$ cat src/sv/ffua_pkg.sv
package ffua_pkg;

  localparam int unsigned OP_W        = 2;
  localparam int unsigned ID_W        = 8;
  localparam int unsigned LEN_W       = 7;
  localparam int unsigned STATUS_W    = 3;
  localparam int unsigned MAX_RESULTS = 64;

  typedef enum logic [OP_W-1:0] {
    OP_CREATE = 2'd0,
    OP_DELETE = 2'd1,
    OP_PRINT  = 2'd2
  } op_e;

  typedef enum logic [STATUS_W-1:0] {
    ST_CREATED = 3'd0,
    ST_NO_MEM  = 3'd1,
    ST_DELETED = 3'd2,
    ST_NO_PROC = 3'd3,
    ST_LAYOUT  = 3'd4
  } status_e;

endpackage

$ cat src/sv/first_fit_unit_allocator_unit.sv
// Each operation scans the owner map one unit a cycle through a single-read-port memory.
// Create: scans for the first free run that fits, then stamps the found run unit by unit.
// Delete: frees the first run owned by the id. Print: one result per run, at most MAX_RESULTS.
// Create or delete with id zero, and create with size zero, answer in the next cycle without a scan.
// Reset clears the owner map in a sweep, with busy_o high until the sweep ends.
// Results appear for one cycle on valid_o; the receiver cannot stall them.
module first_fit_unit_allocator_unit #(
  parameter int unsigned POOL_UNITS = 64
) (
  input  logic                          clk_i,
  input  logic                          rst_ni,
  input  logic                          start_i,
  output logic                          busy_o,
  input  logic [ffua_pkg::OP_W-1:0]     op_i,
  input  logic [ffua_pkg::ID_W-1:0]     proc_id_i,
  input  logic [ffua_pkg::LEN_W-1:0]    size_i,
  output logic                          valid_o,
  output logic [ffua_pkg::STATUS_W-1:0] status_o,
  output logic [ffua_pkg::ID_W-1:0]     owner_o,
  output logic [ffua_pkg::LEN_W-1:0]    length_o,
  output logic                          last_o
);
  import ffua_pkg::*;

  localparam int unsigned IDX_W = $clog2(POOL_UNITS);
  localparam int unsigned CNT_W = $clog2(POOL_UNITS + 1);
  localparam int unsigned CMP_W = (CNT_W > LEN_W) ? CNT_W : LEN_W;
  localparam logic [IDX_W-1:0] LAST_IDX = IDX_W'(POOL_UNITS - 1);
  localparam logic [LEN_W-1:0] LAST_RES = LEN_W'(MAX_RESULTS - 1);

  typedef enum logic [1:0] {
    S_IDLE,
    S_SCAN,
    S_FILL,
    S_TAIL
  } state_e;

  state_e           state_q;
  op_e              op_q;
  logic [ID_W-1:0]  id_q;
  logic [LEN_W-1:0] size_q;
  logic [IDX_W-1:0] rd_idx_q;
  logic             rd_end_q;
  logic             dv_q;
  logic [IDX_W-1:0] didx_q;
  logic [CNT_W-1:0] run_q;
  logic [IDX_W-1:0] start_q;
  logic [CNT_W-1:0] cnt_q;
  logic [ID_W-1:0]  cur_q;
  logic [LEN_W-1:0] nres_q;
  logic [IDX_W-1:0] wr_q;
  logic [IDX_W-1:0] end_q;

  logic             valid_q;
  status_e          status_q;
  logic [ID_W-1:0]  owner_q;
  logic [LEN_W-1:0] len_q;
  logic             last_q;

  logic             map_ready;
  logic [ID_W-1:0]  rdata;
  logic             mem_we;
  logic [IDX_W-1:0] mem_waddr;
  logic [ID_W-1:0]  mem_wdata;

  logic             accept;
  logic             is_last;
  logic             unit_free;
  logic             id_match;
  logic [CNT_W-1:0] run_d;
  logic [IDX_W-1:0] start_d;
  logic             fit;
  logic [CNT_W-1:0] cnt_d;

  ffua_map #(
    .DEPTH (POOL_UNITS),
    .IDX_W (IDX_W)
  ) u_map (
    .clk_i   (clk_i),
    .rst_ni  (rst_ni),
    .we_i    (mem_we),
    .waddr_i (mem_waddr),
    .wdata_i (mem_wdata),
    .raddr_i (rd_idx_q),
    .rdata_o (rdata),
    .ready_o (map_ready)
  );

  assign busy_o = (state_q != S_IDLE) || !map_ready;
  assign accept = start_i && !busy_o;

  assign is_last   = (didx_q == LAST_IDX);
  assign unit_free = (rdata == '0);
  assign id_match  = (rdata == id_q);
  assign run_d     = unit_free ? run_q + CNT_W'(1) : '0;
  assign start_d   = unit_free ? start_q : didx_q + IDX_W'(1);
  assign fit       = CMP_W'(run_d) >= CMP_W'(size_q);
  assign cnt_d     = id_match ? cnt_q + CNT_W'(1) : cnt_q;

  always_comb begin
    mem_we    = 1'b0;
    mem_waddr = didx_q;
    mem_wdata = '0;
    if (state_q == S_SCAN && dv_q && op_q == OP_DELETE && id_match) begin
      mem_we = 1'b1;
    end else if (state_q == S_FILL) begin
      mem_we    = 1'b1;
      mem_waddr = wr_q;
      mem_wdata = id_q;
    end
  end

  always_ff @(posedge clk_i or negedge rst_ni) begin
    if (!rst_ni) begin
      state_q  <= S_IDLE;
      op_q     <= OP_CREATE;
      id_q     <= '0;
      size_q   <= '0;
      rd_idx_q <= '0;
      rd_end_q <= 1'b0;
      dv_q     <= 1'b0;
      didx_q   <= '0;
      run_q    <= '0;
      start_q  <= '0;
      cnt_q    <= '0;
      cur_q    <= '0;
      nres_q   <= '0;
      wr_q     <= '0;
      end_q    <= '0;
      valid_q  <= 1'b0;
      status_q <= ST_CREATED;
      owner_q  <= '0;
      len_q    <= '0;
      last_q   <= 1'b0;
    end else begin
      valid_q <= 1'b0;
      case (state_q)
        S_IDLE: begin
          if (accept) begin
            op_q     <= op_e'(op_i);
            id_q     <= proc_id_i;
            size_q   <= size_i;
            rd_idx_q <= '0;
            rd_end_q <= 1'b0;
            dv_q     <= 1'b0;
            run_q    <= '0;
            start_q  <= '0;
            cnt_q    <= '0;
            nres_q   <= '0;
            case (op_i)
              OP_CREATE: begin
                if (proc_id_i == '0 || size_i == '0) begin
                  valid_q  <= 1'b1;
                  status_q <= ST_NO_MEM;
                  owner_q  <= proc_id_i;
                  len_q    <= size_i;
                  last_q   <= 1'b1;
                end else begin
                  state_q <= S_SCAN;
                end
              end
              OP_DELETE: begin
                if (proc_id_i == '0) begin
                  valid_q  <= 1'b1;
                  status_q <= ST_NO_PROC;
                  owner_q  <= proc_id_i;
                  len_q    <= '0;
                  last_q   <= 1'b1;
                end else begin
                  state_q <= S_SCAN;
                end
              end
              OP_PRINT: begin
                state_q <= S_SCAN;
              end
              default: begin
                state_q <= S_IDLE;
              end
            endcase
          end
        end

        S_SCAN: begin
          // Issue reads ahead; read data arrives in the next cycle, together with its index in didx_q.
          dv_q   <= !rd_end_q;
          didx_q <= rd_idx_q;
          if (!rd_end_q) begin
            if (rd_idx_q == LAST_IDX) begin
              rd_end_q <= 1'b1;
            end else begin
              rd_idx_q <= rd_idx_q + IDX_W'(1);
            end
          end
          if (dv_q) begin
            case (op_q)
              OP_CREATE: begin
                run_q   <= run_d;
                start_q <= start_d;
                if (fit) begin
                  wr_q    <= start_d;
                  end_q   <= didx_q;
                  state_q <= S_FILL;
                end else if (is_last) begin
                  valid_q  <= 1'b1;
                  status_q <= ST_NO_MEM;
                  owner_q  <= id_q;
                  len_q    <= size_q;
                  last_q   <= 1'b1;
                  state_q  <= S_IDLE;
                end
              end
              OP_DELETE: begin
                cnt_q <= cnt_d;
                // Stop at the first unit past the owned run, or at the pool end.
                if ((!id_match && cnt_q != '0) || is_last) begin
                  valid_q  <= 1'b1;
                  status_q <= (cnt_d == '0) ? ST_NO_PROC : ST_DELETED;
                  owner_q  <= id_q;
                  len_q    <= LEN_W'(cnt_d);
                  last_q   <= 1'b1;
                  state_q  <= S_IDLE;
                end
              end
              OP_PRINT: begin
                if (didx_q == '0 || rdata == cur_q) begin
                  cur_q <= rdata;
                  cnt_q <= (didx_q == '0) ? CNT_W'(1) : cnt_q + CNT_W'(1);
                  if (is_last) begin
                    state_q <= S_TAIL;
                  end
                end else begin
                  valid_q  <= 1'b1;
                  status_q <= ST_LAYOUT;
                  owner_q  <= cur_q;
                  len_q    <= LEN_W'(cnt_q);
                  last_q   <= (nres_q == LAST_RES);
                  nres_q   <= nres_q + LEN_W'(1);
                  cur_q    <= rdata;
                  cnt_q    <= CNT_W'(1);
                  if (nres_q == LAST_RES) begin
                    state_q <= S_IDLE;
                  end else if (is_last) begin
                    state_q <= S_TAIL;
                  end
                end
              end
              default: begin
                state_q <= S_IDLE;
              end
            endcase
          end
        end

        S_FILL: begin
          if (wr_q == end_q) begin
            valid_q  <= 1'b1;
            status_q <= ST_CREATED;
            owner_q  <= id_q;
            len_q    <= size_q;
            last_q   <= 1'b1;
            state_q  <= S_IDLE;
          end else begin
            wr_q <= wr_q + IDX_W'(1);
          end
        end

        S_TAIL: begin
          // Flush the run still open at the pool end.
          valid_q  <= 1'b1;
          status_q <= ST_LAYOUT;
          owner_q  <= cur_q;
          len_q    <= LEN_W'(cnt_q);
          last_q   <= 1'b1;
          state_q  <= S_IDLE;
        end

        default: begin
          state_q <= S_IDLE;
        end
      endcase
    end
  end

  assign valid_o  = valid_q;
  assign status_o = status_q;
  assign owner_o  = owner_q;
  assign length_o = len_q;
  assign last_o   = last_q;

`ifndef ASSERT_OFF
  a_single_beat_last: assert property (@(posedge clk_i) disable iff (!rst_ni)
    valid_o && status_o != ST_LAYOUT |-> last_o)
    else $error("non-layout result without last");

  a_last_frees_unit: assert property (@(posedge clk_i) disable iff (!rst_ni)
    valid_o && last_o |-> !busy_o)
    else $error("block still busy after final result");

  a_zero_id_create: assert property (@(posedge clk_i) disable iff (!rst_ni)
    accept && op_i == OP_CREATE && proc_id_i == '0
    |=> valid_o && status_o == ST_NO_MEM)
    else $error("create with id zero not rejected at once");

  a_no_result_in_clear: assert property (@(posedge clk_i) disable iff (!rst_ni)
    !map_ready |-> !valid_o)
    else $error("result during map clearing");
`endif

endmodule

$ cat src/sv/ffua_map.sv
module ffua_map #(
  parameter int unsigned DEPTH = 64,
  parameter int unsigned IDX_W = 6
) (
  input  logic                     clk_i,
  input  logic                     rst_ni,
  input  logic                     we_i,
  input  logic [IDX_W-1:0]         waddr_i,
  input  logic [ffua_pkg::ID_W-1:0] wdata_i,
  input  logic [IDX_W-1:0]         raddr_i,
  output logic [ffua_pkg::ID_W-1:0] rdata_o,
  output logic                     ready_o
);
  import ffua_pkg::*;

  localparam logic [IDX_W-1:0] LAST_IDX = IDX_W'(DEPTH - 1);

  logic [ID_W-1:0]  mem [DEPTH];
  logic [ID_W-1:0]  rdata_q;
  logic [IDX_W-1:0] clr_q;
  logic             ready_q;

  // Sweep the map to zero after reset, one entry a cycle.
  always_ff @(posedge clk_i or negedge rst_ni) begin
    if (!rst_ni) begin
      clr_q   <= '0;
      ready_q <= 1'b0;
    end else if (!ready_q) begin
      if (clr_q == LAST_IDX) begin
        ready_q <= 1'b1;
      end else begin
        clr_q <= clr_q + IDX_W'(1);
      end
    end
  end

  always_ff @(posedge clk_i) begin
    if (!ready_q) begin
      mem[clr_q] <= '0;
    end else if (we_i) begin
      mem[waddr_i] <= wdata_i;
    end
  end

  always_ff @(posedge clk_i) begin
    rdata_q <= mem[raddr_i];
  end

  assign rdata_o = rdata_q;
  assign ready_o = ready_q;

endmodule

$ cat config.mk
export PLATFORM = sky130hd
export DESIGN_NAME = first_fit_unit_allocator_unit
export DESIGN_NICKNAME = d
export VERILOG_FILES = /design/src/sv/ffua_pkg.sv /design/src/sv/first_fit_unit_allocator_unit.sv /design/src/sv/ffua_map.sv
export SDC_FILE = /design/constraint.sdc
export NUM_CORES = 1
export LEC_CHECK = 0
export ABC_AREA = 1
export BUFFER_PORTS_ARGS = -buffer_cell sky130_fd_sc_hd__buf_2
export CORE_ASPECT_RATIO = 0.5
export CORE_MARGIN = 2
export CORE_UTILIZATION = 50
export CTS_BUF_LIST = sky130_fd_sc_hd__clkbuf_8
export DETAILED_ROUTE_END_ITERATION = 12
export HOLD_SLACK_MARGIN = 0.05
export PLACE_DENSITY = 0.72
export SETUP_SLACK_MARGIN = 0.15
export SKIP_CTS_REPAIR_TIMING = 1
export SYNTH_ARGS = -nofsm -noshare
export SYNTH_HDL_FRONTEND = slang
export SYNTH_SLANG_ARGS = --single-unit
$ cat constraint.sdc
create_clock -name clk_i -period 5.41 [get_ports clk_i]
set_clock_uncertainty 0.15 [all_clocks]
set_input_delay 0.8115 -clock clk_i [delete_from_list [all_inputs] [get_ports clk_i]]
set_output_delay 0.8115 -clock clk_i [all_outputs]
set_load 0.1 [all_outputs]
Yosys cells after proc, flatten, opt, wreduce, memory -nomap -nowiden
Memories as Yosys holds them, arrays and structs flattened. A register that Yosys moved wholly into a read port is not among the register bits.
Index checks and enable logic that the tools add are counted.
{ "op_classes": {"magnitude_cmp": 1, "bitwise": 2, "n_eq_ne": 36, "muxes": 123, "n_reduce_logical": 38, "div_mod_pow": 0, "shifts": 0, "n_mul": 0, "addsub": 7} }
{ "ops": {"columns": ["op", "count"], "rows": [
  ["2-to-1 mux 7 bit", 20],
  ["2-to-1 mux 8 bit", 12],
  ["2-to-1 mux 6 bit", 13],
  ["case mux 7 bit (2 select lines)", 5],
  ["case mux 6 bit (2 select lines)", 3],
  ["case mux 8 bit (4 select lines)", 1],
  ["2-to-1 mux 1 bit", 31],
  ["case mux 7 bit (4 select lines)", 1],
  ["2-to-1 mux 3 bit", 9],
  ["adder 6 x 1 -> 6 bit (second input constant)", 4],
  ["case mux 8 bit (3 select lines)", 1],
  ["2-to-1 mux 2 bit", 11],
  ["adder 7 x 1 -> 7 bit (second input constant)", 3],
  ["!= test 3 bit (second input constant)", 7],
  ["case mux 7 bit (3 select lines)", 1],
  ["== test 6 bit (second input constant)", 3],
  ["== test 8 bit", 2],
  ["logical NOT 8 bit", 2],
  ["case mux 8 bit (2 select lines)", 1],
  ["AND reduction 4 bit", 4],
  ["logical NOT 7 bit", 2],
  ["!= test 2 bit (second input constant)", 7],
  ["case mux 2 bit (3 select lines)", 2],
  ["case mux 3 bit (4 select lines)", 1],
  ["30 further kinds", 61]
]} }
{ "totals": {"mem_bits_ro": 0, "output_inout_bits": 21, "reg_bits": 107, "ramBits": 512, "latch_bits": 0, "memories": 1} }
{ "mem_list": {"columns": ["memory", "depth", "width", "rd", "rd_ports_with_merged_regs", "wr", "line_no", "text"], "rows": [
  ["u_map.mem", 64, 8, 1, 1, 1, "ffua_map.sv:18", "logic [ID_W-1:0] mem [DEPTH];"]
]} }

Depth between registers and ports, before layout
Gate-level depths: netlist of the first run.
{ "logic_depth": {"word_depth": 10, "mapped_depth": 20} }

By module
Synthesis of the first run repeated with hierarchy kept, for this count alone.
{ "unflattened": {"hier_cells": 2747, "area_unflattened_um2": 27991.8} }
{ "modules_own_cells": {"columns": ["mod", "cells_per_inst", "n_inst", "area_per_inst_um2"], "rows": [
  ["ffua_map", 1881, 1, 21769.6],
  ["first_fit_unit_allocator_unit", 866, 1, 6222.2]
]} }

Least setup slack after synthesis of the first run
OpenSTA, ideal clock, no wires.
{ "synth_timing": {"path_kind": "register to register", "from": "register state_q[0]", "to": "memory u_map.mem[0][1] (data pin)", "path_stages_with_launch": 5, "required_time_ns": 4.579, "path_slack_ns": 1.366, "path_buffers": 1, "arrival_ns": 3.213, "cell_sequence": "dfrtp_1 -> buf_4 -> nor2_2 -> inv_2 -> nor3_1"} }
{ "synth_between": {"elab_chain_len": 10, "elab_cells_between_ends": 14, "cone_classes": "eq/ne: 2; mux: 8; reduce/logical: 4"} }
{ "synth_lines": {"columns": ["item", "line_no", "text"], "rows": [
  ["from (decl)", "first_fit_unit_allocator_unit.sv:38", "state_e state_q;"],
  ["from (signal assigned)", "first_fit_unit_allocator_unit.sv:115", "state_q <= S_IDLE;"],
  ["from (signal assigned)", "first_fit_unit_allocator_unit.sv:159", "state_q <= S_SCAN;"],
  ["from (signal assigned)", "first_fit_unit_allocator_unit.sv:170", "state_q <= S_SCAN;"],
  ["== test 2 x 1 -> 1 bit", "first_fit_unit_allocator_unit.sv:104", "if (state_q == S_SCAN && dv_q && op_q == OP_DELETE && id_match) begin"],
  ["logical AND 1 bit (3 in series)", "first_fit_unit_allocator_unit.sv:104", null],
  ["2-to-1 mux 1 bit", "first_fit_unit_allocator_unit.sv:104", null],
  ["2-to-1 mux 1 bit", "ffua_map.sv:40", "end else if (we_i) begin"],
  ["2-to-1 mux 1 bit", "ffua_map.sv:38", "if (!ready_q) begin"],
  ["2-to-1 mux 1 bit (not written as such)", "ffua_map.sv:41", "mem[waddr_i] <= wdata_i;"],
  ["OR reduction 8 bit (no line)", null, null],
  ["2-to-1 mux 8 bit (no line) (*)", null, null],
  ["to (decl)", "ffua_map.sv:18", null]
]} }
Every way passes the cells marked *; elsewhere a longest branch is shown, timed or not.

Final worst setup path of the first run
{ "layout_timing": {"from": "register u_map.rdata_q[6], in the netlist u_map.rdata_o[6] (read register of u_map.mem)", "to": "register status_q[1], in the netlist status_o[1]"} }
{ "layout_between": {"elab_chain_len": 6, "elab_cells_between_ends": 13, "cone_classes": "order compare: 1; eq/ne: 5; mux: 1; reduce/logical: 6"} }
{ "layout_lines": {"columns": ["item", "line_no", "text"], "rows": [
  ["from (decl)", "ffua_map.sv:19", "logic [ID_W-1:0] rdata_q;"],
  ["branches (longest 5 deep; another with >= comparator 7 bit)", null, null],
  ["AND reduction 11 bit (no line) (*)", null, null],
  ["to (signal assigned)", "first_fit_unit_allocator_unit.sv:217", "status_q <= (cnt_d == '0) ? ST_NO_PROC : ST_DELETED;"],
  ["to (decl)", "first_fit_unit_allocator_unit.sv:55", "status_e status_q;"]
]} }
Every way passes the cells marked *.
A chain may end at the register's enable or synchronous reset.

==> reports/qor.csv, run 1 <==
metric;value;unit
reported max-cap violation count;0;
vias per std cell;5.977;
wire length of the first global-routing pass;109.4;mm
total standard cell area after synthesis;0.02700;mm2
type of the worst min-delay path;primary input to asynchronous set/reset pin;
total detailed-routing wirelength;71.45;mm
mean area per synthesized cell;11.01;um2
setup violators final;0;
Reg-to-Reg End;status_o[1];
commonest non-fill, non-tap cell in the layout;sky130_fd_sc_hd__edfxtp_1;
residual antenna-violating net count after detailed routing;0;
count of state elements after synthesis;627;
synth warn;0;
category of the most critical setup path;flip-flop to flip-flop;
CTS tree;yes;
Hold WS;70.24;ps
post-synthesis async set-or-reset flop share;17.07;%
number of buffers on the longest clock path;3;
worst reg2reg setup slack;1300;ps
first-pass iteration count of the detailed router;6;
deepest level of the CTS H-tree;3;
standby leakage power;9.452;nW
# DRC;0;
share of cells above drive strength 1;9.819;%
slew at the pin closest to its max-slew limit;1274;ps
initial antenna violation count;0;
global-route usage over all layers;25.41;%
WP data required;5800;ps
routed via count;19479;
count of unique library cells instantiated by Yosys;42;
crit-path max FO;27;
number of rows in the core area;60;
commonest cells after routing, fill and taps aside;sky130_fd_sc_hd__edfxtp_1, sky130_fd_sc_hd__nor2_1, sky130_fd_sc_hd__o21ai_0;
global route overflow;0;
Root Buffer;sky130_fd_sc_hd__clkbuf_8;
share of the cycle needed by the critical path after routing;76.04;%
effective utilization at floorplan;50.44;%
cells on worst reg2reg path;16;
r2r startpoint;u_map.rdata_o[6];
final count of hold timing violations;0;
number of buffers inserted during clock tree synthesis;88;
capturing element type of the critical path;flip-flop;
CP endpoint;status_o[1];
Final #Nets;2515;
RD Place Congestion;0.9482;
layout-stage area growth over the synthesis result;9.561;%
IO Count;41;
Critical Path Source Type;flip-flop;
result of the run;finished clean;
overall die area;0.05598;mm2
worst voltage drop across the vdd grid;159.6;uV
half-perimeter wire length of the detailed placement result;44.60;mm
DIE HEIGHT;168.3;um
critical path startpoint;u_map.rdata_o[6];
Max-Slew Margin vs Limit;14.88;%
area of the placeable core;0.05353;mm2
number of synthesized flops with an enable pin;512;
CTS sink cnt;627;
number of DRC markers in iteration 0;2637;
share of the yosys chip area belonging to registers;67.46;%
clock input transition at the sequential cells of the worst setup and hold paths;80;ps
areal power density over the cells;298.2;mW/mm2
Synth Net Count;2493;
Setup TNS;0;ps
unrepaired setup endpoints after global routing;no;
via count of the first global-routing pass;18570;
Max Transition Viols Final;0;
Skew-Pair Late Insertion Delay;680;ps
largest net degree at the start of global routing;125;
top achievable clock speed;243.1;MHz
critical path arrival;4500;ps
chip width;332.6;um
routed wire length per instance;21.92;um
cells after synthesis;2452;
Primary FF master, synth;sky130_fd_sc_hd__edfxtp_1;
antenna diode count;0;
Period minus WS final;4114;ps
number of port buffers;40;
[synthesized netlist by cell type, types with 12 or more instances]
library cell               instances  share of area (%)
sky130_fd_sc_hd__xor2_1           17               0.55
sky130_fd_sc_hd__o21ai_1          12               0.22
sky130_fd_sc_hd__nand2_2          16               0.37
sky130_fd_sc_hd__nor2_1          383                5.3
sky130_fd_sc_hd__a21oi_1          37               0.69
sky130_fd_sc_hd__ha_1             21               0.97
sky130_fd_sc_hd__nand4_1          41               0.95
sky130_fd_sc_hd__inv_1           109                1.5
sky130_fd_sc_hd__nor3_1           19               0.35
sky130_fd_sc_hd__o211ai_1         18               0.50
sky130_fd_sc_hd__nand2_1         351                4.9
sky130_fd_sc_hd__nand3_1          92                1.7
sky130_fd_sc_hd__o21ai_0         363                6.7
sky130_fd_sc_hd__buf_2            13               0.24
sky130_fd_sc_hd__dfrtp_1         107                9.9
sky130_fd_sc_hd__xnor2_1          16               0.52
sky130_fd_sc_hd__edfxtp_1        512                 57
sky130_fd_sc_hd__o22ai_1          84                1.9
sky130_fd_sc_hd__clkbuf_1        118                1.6
sky130_fd_sc_hd__inv_2            12               0.17
sky130_fd_sc_hd__o221ai_1         49                1.6
[per-layer routing]
| layer | GRT usage (%) | wire (um) |
|---|---|---|
| met1 | 37.42 | 30850 |
| met5 | 0 | 0 |
| met4 | 8.577 | 2092 |
| met3 | 5.079 | 7314 |
| met2 | 37.89 | 31190 |
[area by class of cell]
class / instances / area [um2]
Tap cell: 713 / 892.1
Timing Repair Buffer: 67 / 467.9
Clock inverter: 69 / 407.9
Clock buffer: 93 / 1280
Fill cell: 4400 / 23950
Inverter: 126 / 481.7
Multi-Input combinational cell: 1564 / 7830
Sequential cell: 627 / 18220
[cell families (layout without fill, tap and decap cells)]
family / after synthesis / count (layout) / share of synthesized area (%)
and+or+nand+nor: 928 / 928 / 14.53
adders and majority gates: 21 / 21 / 0.9732
AOI/OAI and AO/OA: 582 / 582 / 12.24
xor gates and xnor gates: 33 / 33 / 1.071
buffers and inverters: 261 / 355 / 3.726
DFF: 627 / 627 / 67.46
[critical path, stage by stage (launching register included)]
cell	delay (ps)
sky130_fd_sc_hd__dfxtp_1	340
sky130_fd_sc_hd__nor2_1	120
sky130_fd_sc_hd__nand3_1	90
sky130_fd_sc_hd__nor2_1	730
sky130_fd_sc_hd__inv_1	260
sky130_fd_sc_hd__nor3_1	310
sky130_fd_sc_hd__ha_1	320
sky130_fd_sc_hd__a21oi_1	140
sky130_fd_sc_hd__o21ai_0	100
sky130_fd_sc_hd__nand3_1	70
sky130_fd_sc_hd__nand3_1	140
sky130_fd_sc_hd__nand2_1	170
sky130_fd_sc_hd__nand3_1	110
sky130_fd_sc_hd__nor2_2	430
sky130_fd_sc_hd__inv_2	310
sky130_fd_sc_hd__nand2_1	120
sky130_fd_sc_hd__o21ai_1	70
[stage by stage]
step,instances,cell area [um2],total power [mW],utilization (%),setup WS [ps]
global route,3259,29580,9.039,55.26,915.1
floorplan,2452,27000,5.266,-,1366
global placement,3097,27890,5.298,52.11,1483
finish,3259,29580,8.821,55.26,1296
detailed placement,3097,27890,5.298,52.11,1347
CTS,3259,29580,8.838,55.26,1355
[power breakdown]
part	internal [mW]	switching (mW)
Sequential	5.15	0
Combinational	0.00970	0.0331
Clock	1.80	1.83
Total	6.96	1.86
[worst min-delay path by stage]
stage,to,depth (start not counted),slack (ps),start
2_1_floorplan,start_q[5],2,300,start_q[5]
3_3_place_gp,owner_o[1],2,320,owner_o[1]
3_5_place_dp,length_o[5],2,310,length_o[5]
4_1_cts,valid_o,1,70,rst_ni
5_1_grt,valid_o,1,120,rst_ni
6_report,valid_o,1,70,rst_ni
[sequential cells by signal (all words and copies together) (netlist names)]
| name | count |
|---|---|
| u_map.mem | 512 |
| cur_q | 8 |
| id_q | 8 |
| owner_o | 8 |
| u_map.rdata_o | 8 |
| cnt_q | 7 |
| length_o | 7 |
| nres_q | 7 |
| run_q | 7 |
| size_q | 7 |
| didx_q | 6 |
| end_q | 6 |
| rd_idx_q | 6 |
| start_q | 6 |
| u_map.clr_q | 6 |
| wr_q | 6 |
| status_o | 3 |
| op_q | 2 |
| state_q | 2 |
| dv_q | 1 |
| last_o | 1 |
| rd_end_q | 1 |
| u_map.ready_o | 1 |
| valid_o | 1 |
No activity file was read; power rests on OpenSTA's default activity.
==> inputs of run 2 (changes only) <==
- clock period: 5.41 -> 4 ns (I/O delays scaled with it)
==> reports/qor.csv, run 2 (synthesis gave the netlist of run 1 again) <==
metric;value;unit
Reg-to-Reg End;owner_o[5];
Placement Setup Slack;445.5;ps
total detailed-routing wirelength;71.12;mm
Root Buffer;sky130_fd_sc_hd__clkbuf_8;
share of the cycle needed by the critical path after routing;85.64;%
Period minus WS final;3426;ps
initial antenna violation count;2;
Max-Slew Margin vs Limit;39.80;%
effective utilization at floorplan;50.44;%
register with the highest flop count;u_map.mem;
vias per std cell;5.895;
slew at the pin closest to its max-slew limit;902.0;ps
worst reg2reg setup slack;570;ps
layout-stage area growth over the synthesis result;11.46;%
commonest cells after routing, fill and taps aside;sky130_fd_sc_hd__edfxtp_1, sky130_fd_sc_hd__nor2_1, sky130_fd_sc_hd__o21ai_0;
largest net degree at the start of global routing;151;
Final #Nets;2596;
setup violators final;0;
number of buffers inserted during clock tree synthesis;90;
Setup TNS;0;ps
worst voltage drop across the vdd grid;219.1;uV
Critical Path Source Type;flip-flop;
clock input transition at the sequential cells of the worst setup and hold paths;70;ps
CP endpoint;owner_o[5];
crit-path max FO;27;
WP data required;4390;ps
routed via count;19661;
category of the most critical setup path;flip-flop to flip-flop;
total placed instance area;0.02850;mm2
final worst slack;574.3;ps
wire length of the first global-routing pass;109.3;mm
RD Place Congestion;0.9286;
deepest level of the CTS H-tree;3;
global-route usage over all layers;25.32;%
global route overflow;0;
critical path arrival;3810;ps
top achievable clock speed;291.9;MHz
via count of the first global-routing pass;18538;
Skew-Pair Late Insertion Delay;660;ps
Max Transition Viols Final;0;
reported max-cap violation count;0;
number of DRC markers in iteration 0;2648;
final instance area;0.03009;mm2
residual antenna-violating net count after detailed routing;0;
critical path startpoint;u_map.rdata_o[6];
result of the run;finished clean;
area of the placeable core;0.05353;mm2
final count of hold timing violations;0;
overall die area;0.05598;mm2
half-perimeter wire length of the detailed placement result;44.07;mm
CTS tree;yes;
r2r startpoint;u_map.rdata_o[6];
standby leakage power;9.816;nW
CTS sink cnt;627;
number of rows in the core area;60;
number of buffers on the longest clock path;3;
unrepaired setup endpoints after global routing;no;
number of port buffers;40;
capturing element type of the critical path;flip-flop;
commonest non-fill, non-tap cell in the layout;sky130_fd_sc_hd__edfxtp_1;
first-pass iteration count of the detailed router;6;
number of flip-flops in the largest register;512;
chip width;332.6;um
DIE HEIGHT;168.3;um
routed wire length per instance;21.32;um
type of the worst min-delay path;primary input to flip-flop;
IO Count;41;
# DRC;0;
cells on worst reg2reg path;16;
areal power density over the cells;386.3;mW/mm2
share of cells above drive strength 1;12.14;%
run 2: worst max-delay path: stages, from the launching register on:
cell and delay, ps:
sky130_fd_sc_hd__dfxtp_1 350, sky130_fd_sc_hd__nor2_1 120, sky130_fd_sc_hd__nand3_1 90, sky130_fd_sc_hd__nor2_1 370
sky130_fd_sc_hd__inv_1 210, sky130_fd_sc_hd__nor3_1 290, sky130_fd_sc_hd__ha_1 300, sky130_fd_sc_hd__nand2_1 90
sky130_fd_sc_hd__nor2_1 50, sky130_fd_sc_hd__nor3_1 140, sky130_fd_sc_hd__nand3_1 160, sky130_fd_sc_hd__nand2_1 140
sky130_fd_sc_hd__nand3_1 130, sky130_fd_sc_hd__nor2_4 270, sky130_fd_sc_hd__inv_2 250, sky130_fd_sc_hd__nand2_1 120
sky130_fd_sc_hd__o21ai_1 60
run 2: routing by layer:
layer  track usage, %  vias to the layer above  share of wire (%)
li1                 -                     8959                  -
met1            37.27                     9486                 43
met2            38.55                     1110                 45
met3            4.884                      104                 10
met4            7.095                        2                2.0
met5                0                        -              0.015
run 2: through the flow:
stage,cells,hold slack [ps],total power [mW],utilization [%]
finish,3335,77.55,11.62,56.22
global route,3334,66.04,11.96,56.22
CTS,3332,-157.3,11.68,56.18
detailed placement,3175,313.8,7.165,53.25
global placement,3175,311.3,7.164,53.25
floorplan,2452,154.4,7.122,-
run 2: worst min-delay path by stage:
stage	start	endpoint	slack (ps)	cells after the start
floorplan	rst_ni	cnt_q[0]	150	0
global placement	status_o[2]	status_o[2]	310	2
detailed placement	status_o[2]	status_o[2]	310	2
CTS	rst_ni	wr_q[3]	-160	1
global route	proc_id_i[5]	id_q[5]	70	3
finish	proc_id_i[5]	id_q[5]	80	3
run 2: layout make-up:
class	instances	area, um2
multi-input cells	1564	7835
inverters	126	481.7
flip-flops and latches	627	18220
fillers	4337	23430
diodes	2	5.005
clock buffers	93	1280
repair buffers	146	1089
well taps	713	892.1
clock inverters	64	290.3
run 2: where the power goes:
part	internal (mW)	total, mW	switching (mW)
Sequential	6.97	6.97	0
Combinational	0.0152	0.0568	0.0416
Clock	2.17	4.60	2.43
==> inputs of run 3 (changes only) <==
- CORE_MARGIN: 2 -> not set
==> reports/qor.csv, run 3 (synthesis gave the netlist of run 1 again) <==
metric;value;unit
result of the run;finished clean;
Reg-to-Reg End;u_map.mem[8][5];
chip width;330.6;um
half-perimeter wire length of the detailed placement result;44.52;mm
DIE HEIGHT;166.3;um
WP data required;4160;ps
global-route usage over all layers;25.73;%
buffers plus inverters on the worst setup path;2;
layout-stage area growth over the synthesis result;11.89;%
commonest non-fill, non-tap cell in the layout;sky130_fd_sc_hd__edfxtp_1;
initial antenna violation count;1;
number of port buffers;40;
Critical Path Source Type;flip-flop;
Skew-Pair Late Insertion Delay;690;ps
Root Buffer;sky130_fd_sc_hd__clkbuf_8;
critical path arrival;3560;ps
areal power density over the cells;395.1;mW/mm2
unrepaired setup endpoints after global routing;no;
vias per std cell;5.885;
routed via count;19590;
top achievable clock speed;293.4;MHz
worst stage delay on the critical path;710;ps
Hold Path End;id_q[2];
residual antenna-violating net count after detailed routing;0;
total detailed-routing wirelength;70.80;mm
# DRC;0;
number of rows in the core area;59;
overall die area;0.05499;mm2
Max Transition Viols Final;0;
Total Power;11.94;mW
commonest cells after routing, fill and taps aside;sky130_fd_sc_hd__edfxtp_1, sky130_fd_sc_hd__nor2_1, sky130_fd_sc_hd__o21ai_0;
antenna diode count;0;
switching power share of the total;21.05;%
Setup TNS;0;ps
category of the most critical setup path;flip-flop to flip-flop;
Period minus WS final;3408;ps
Worst Hold Path Cells;3;
Clk network pwr share;41.1;%
CTS sink cnt;627;
setup violators final;0;
critical hold path startpoint;proc_id_i[2];
number of buffers on the longest clock path;3;
clock input transition at the sequential cells of the worst setup and hold paths;70;ps
RD Place Congestion;0.9523;
effective utilization at floorplan;51.29;%
crit-path cells;inv_1 > ha_1 > inv_1 > nor2_2 > nand3_4 > nand2_4 > nand2_4 > nand2_2 > nand2_4 > nor2_4 > nand3_2 > nor2_1;
routed wire length per instance;21.27;um
via count of the first global-routing pass;18368;
share of the cycle needed by the critical path after routing;85.20;%
wire length of the first global-routing pass;108.3;mm
crit-path max FO;9;
r2r startpoint;op_q[1];
Final Instance Count excl. Fillers;3329;
number of inserted filler cells in the final layout;4264;
Max-Slew Margin vs Limit;35.66;%
routing usage on met3;5.506;%
share of cells above drive strength 1;12.48;%
cells on worst reg2reg path;12;
register with the highest flop count;u_map.mem;
number of flip-flops in the largest register;512;
area of the placeable core;0.05263;mm2
worst reg2reg setup slack;590;ps
Top cell by count, worst path;sky130_fd_sc_hd__nand2_4;
IO Count;41;
number of buffers inserted during clock tree synthesis;86;
master of the slowest instance on the critical path;sky130_fd_sc_hd__nor2_1;
placed cell count;3168;
type of the worst min-delay path;primary input to flip-flop;
switching component of the power;2.512;mW
layer with the highest usage;met2;
global route overflow;0;
reported max-cap violation count;0;
final count of hold timing violations;0;
CP top delay family;simple AND/OR/NAND/NOR gates;
routing usage on met2;38.33;%
largest net degree at the start of global routing;145;
slew at the pin closest to its max-slew limit;965.1;ps
Logic pwr share;0.5;%
first-pass iteration count of the detailed router;5;
deepest level of the CTS H-tree;3;
GR Util met1;37.98;%
worst voltage drop across the vdd grid;267.0;uV
CTS tree;yes;
Final #Nets;2597;
proportion of power drawn by flip-flops and latches;58.4;%
standby leakage power;9.897;nW
internal power;9.423;mW
capturing element type of the critical path;flip-flop;
final cell utilization of the core;57.39;%
number of DRC markers in iteration 0;2508;
[run 3: final cells by class]
cell class	instances	area [um2]	share of cell area, %
flip-flops and latches	627	18220	60.32
multi-input cells	1564	7830	25.92
clock buffers	89	1225	4.055
repair buffers	151	1089	3.604
well taps	701	877.1	2.904
clock inverters	71	485.5	1.607
inverters	126	481.7	1.595
[run 3: stage by stage]
| stage | hold slack (ps) | worst slack, ps | cell area [um2] |
|---|---|---|---|
| 3_3_place_gp | 316.7 | 744.9 | 28490 |
| 5_1_grt | 59.97 | 357.6 | 30210 |
| 4_1_cts | -83.12 | 669.0 | 30200 |
| 3_5_place_dp | 314.6 | 676.3 | 28490 |
| 2_1_floorplan | 154.4 | -43.63 | 27000 |
| 6_report | 64.65 | 592.2 | 30210 |
[run 3: power groups by stage]
stage | Sequential [mW] | Clock (mW) | Combinational (mW)
after global routing | 6.96 | 5.24 | 0.0642
after floorplan | 7.11 | 0 | 0.0146
final | 6.97 | 4.91 | 0.0555
after detailed placement | 7.11 | 0 | 0.0556
after global placement | 7.11 | 0 | 0.0553
after CTS | 6.97 | 4.96 | 0.0560
[run 3: worst max path at each step]
stage | cells after the start | startpoint | to
after global routing | 16 | u_map.rdata_o[6] | owner_o[0]
after CTS | 12 | op_q[1] | u_map.mem[8][5]
after floorplan | 4 | state_q[0] | u_map.mem[0][1]
final | 12 | op_q[1] | u_map.mem[8][5]
after detailed placement | 12 | op_q[1] | u_map.mem[8][3]
after global placement | 12 | op_q[1] | u_map.mem[8][3]
[run 3: tightest hold or removal path, cell delays in order]
cell and delay, ps:
sky130_fd_sc_hd__buf_2 100, sky130_fd_sc_hd__inv_1 60, sky130_fd_sc_hd__o21ai_0 80
[run 3: metal layers]
layer / routed length, um / vias up / part of all wire, %
met5: 0 / - / 0
met4: 1844 / 0 / 2.6
met3: 7460 / 149 / 11
met2: 31230 / 1030 / 44
met1: 30270 / 9459 / 43
li1: - / 8952 / -
